===== config.mk =====
export PLATFORM = sky130hd
export DESIGN_NAME = cpvc_cross_sign
export DESIGN_NICKNAME = d
export VERILOG_FILES = /design/src/rtl/cpvc_pkg.sv /design/src/rtl/cpvc_cross_sign.sv
export SDC_FILE = /design/constraint.sdc
export NUM_CORES = 2
export LEC_CHECK = 0
export BUFFER_PORTS_ARGS = -buffer_cell sky130_fd_sc_hd__buf_4
export CAP_MARGIN = 20
export CORE_UTILIZATION = 40
export DETAILED_ROUTE_END_ITERATION = 10
export PLACE_DENSITY = 0.63
export SLEW_MARGIN = 30
export SYNTH_ARGS = -nofsm -noshare
export SYNTH_HDL_FRONTEND = slang
export SYNTH_SLANG_ARGS = --single-unit

===== constraint.sdc =====
create_clock -name vclk -period 12.9
set_input_delay 0.645 -clock vclk [all_inputs]
set_output_delay 0.645 -clock vclk [all_outputs]
set_load 0.03 [all_outputs]

===== src/rtl/cpvc_pkg.sv =====
// Shared types and codes for the convex polygon vertex checker.
package cpvc_pkg;

    localparam int MAX_VERTICES_DEF = 64;

    typedef enum logic {
        OP_VERTEX = 1'b0,
        OP_CLEAR  = 1'b1
    } opcode_t;

    typedef enum logic [2:0] {
        ST_STORED      = 3'd0,
        ST_REJECTED    = 3'd1,
        ST_FULL_CLOSED = 3'd2,
        ST_IGNORED     = 3'd3,
        ST_CLEARED     = 3'd4
    } status_t;

    // x in the low half, y in the high half
    typedef struct packed {
        logic [15:0] y;
        logic [15:0] x;
    } point_t;

    typedef logic signed [16:0] coord_diff_t;
    typedef logic signed [1:0]  sign_t;

endpackage


===== src/rtl/cpvc_cross_sign.sv =====
// Sign of a 2x2 cross product a*b - c*d on 17-bit signed differences.
module cpvc_cross_sign (
    input  cpvc_pkg::coord_diff_t a,
    input  cpvc_pkg::coord_diff_t b,
    input  cpvc_pkg::coord_diff_t c,
    input  cpvc_pkg::coord_diff_t d,
    output cpvc_pkg::sign_t       sign
);

    logic signed [33:0] prod_ab;
    logic signed [33:0] prod_cd;
    logic signed [34:0] cross_val;

    assign prod_ab   = a * b;
    assign prod_cd   = c * d;
    assign cross_val = $signed({prod_ab[33], prod_ab}) - $signed({prod_cd[33], prod_cd});

    always_comb begin
        if (cross_val == '0) begin
            sign = 2'sd0;
        end else if (cross_val[34]) begin
            sign = -2'sd1;
        end else begin
            sign = 2'sd1;
        end
    end

endmodule


==> metrics <==
period utilization=69.4%; worst path arrival time=8300 ps; register area share after synthesis=0%; width of the die=237 µm; vias in the first global route=17.2k; vias per cell=between 5 and 6; DP HPWL=49,300 µm; area grow syn2layout=4.71%; count of different cell masters after synthesis=68; die area=about 56,000 µm²; Filler cells=between 5k and 6k; Hold Fails Final Rpt=0; Rows=85; Critical Path End=sign[0]; status=complete, no violations; # diodes=0; unrepaired setup endpoints after global routing=no; die height=237 µm; final wirelength=55,700 µm; Final setup viols=0; CP most frequent cell=fa_1; initial antenna violation count=0; Rel. slew slack=a little over two fifths; CP peak stage delay=600 ps; IO Port Bufs=70; wire length per cell=19.7 µm; final slew viol count=0; Area contributors post-synth=fa_1, and2_1, ha_1; commonest non-fill, non-tap cell in the layout=fa_1; min-delay worst type=input pin to primary output; GRT Util Overall=between 20% and 30%; cell taking the most area after synthesis=fa_1; Max-Cap Viols=0; crit path from=a[16]; Least-Margin Pin Slew=~840 ps; Final Worst Setup Slack=a little under 4000 ps; largest net degree at the start of global routing=19; Required @ worst endpoint=roughly 12,000 ps; setup TNS=0 ps; layout cell share with drive strength beyond 1=around 4.5%; grt ovf=0; hold_sp=b[0]; first-pass GRT wire length=92,300 µm; cell area after synthesis=22,100 µm²; fin util=roughly 43%; initial core utilization=40.8%; I/O pin total=70; crit path capture type=primary output; met1 WL=between 20,000 and 25,000 µm; Yosys top cell area share=between 50 and 60%; drt first-iter violations=754; cts hold-fix bufs=0; Fmax=~110 MHz; via count=14.9k; Max Used Layer=met4; Core Box Area=between 50,000 and 60,000 µm²; synth warn=0; Final #Nets=around 3k; FFs & Latches=0; Post-Syn Nets=around 3k; Final GP Congestion=about 0.9; worst-path fanout max=17; met2 WL=30,100 µm; Resized cells post-CTS=0; critical path class=input pin to primary output; remaining antenna violation count=0; slowest CP cell=fa_1; Gate Count Post-Synth=roughly 2.2k; met3 wire length=2450 µm; most frequent cells in the layout=fa_1, and2_1, inv_1, nand2_1, ha_1; residual DRC count=0; CP Launch Type=input pin; clkbuf count=0; Initial DRT Pass Iterations=6; dpl ws=3910 ps; sequential cell area=0 µm²; syn_area_per_cell=slightly above 10 µm²; Final min period=a little under 9000 ps; area of the multi-input gates=just over 20,000 µm²; total setup buffers inserted after CTS=0
cell usage after synthesis (7+ instances only):
master and instances:
nand4_1 8, o21ai_0 18, a21oi_1 31, o211ai_1 7, mux2i_1 7, nor2b_1 19, nand2b_1 12, a21o_1 11
ha_1 151, inv_1 381, clkbuf_1 71, nand3_1 15, nor3_1 8, nand2_1 160, xnor2_1 25, nor2_1 36
fa_1 659, and2_1 417, buf_2 11
final cells by class:
| type | count | area share [%] |
|---|---|---|
| repair buffers | 70 | 2.27 |
| well taps | 696 | 3.76 |
| multi-input cells | 1686 | 87.8 |
| inverters | 383 | 6.21 |
critical path, delay by kind of cell:
family / cells / cell delay, ps
AO/OA/AOI/OAI: 3 / 700
adder cells (fa/ha/maj): 9 / 4640
buffers and inverters: 8 / 1010
multiplexers: 1 / 330
AND/OR/NAND/NOR: 4 / 960
routing by layer:
layer / vias to the layer above / track usage (%)
met5: - / 0
met4: 0 / 4.99
li1: 6424 / -
met1: 8026 / 26.6
met2: 411 / 38.7
met3: 80 / 1.78
worst min path at each step:
stage	end	slack, ps	cells past startpoint
finish	sign[0]	2680	12
global route	sign[0]	2760	12
CTS	sign[0]	2700	12
detailed placement	sign[0]	2690	12
global placement	sign[0]	2680	12
floorplan	sign[0]	2170	10
stage by stage:
step	instance area, µm²	instances	hold WS [ps]
finish	23200	2835	2680
global route	23200	2835	2760
CTS	23200	2835	2700
detailed placement	23200	2835	2690
global placement	23200	2835	2680
floorplan	22100	2155	2170
cell families (layout without fill, tap and decap cells):
logic type	Yosys count	in the layout	share of synthesized area [%]
buf+inv	469	453	8.11
simple gates	709	709	17.9
mux	8	8	0.385
fa+ha+maj	810	810	68.2
xor+xnor	31	31	1.23
compound gates	128	128	4.17
Power is left out: the tool's default activity adds up to more than one toggle a clock period on the data nets, which glitch-free logic cannot reach.
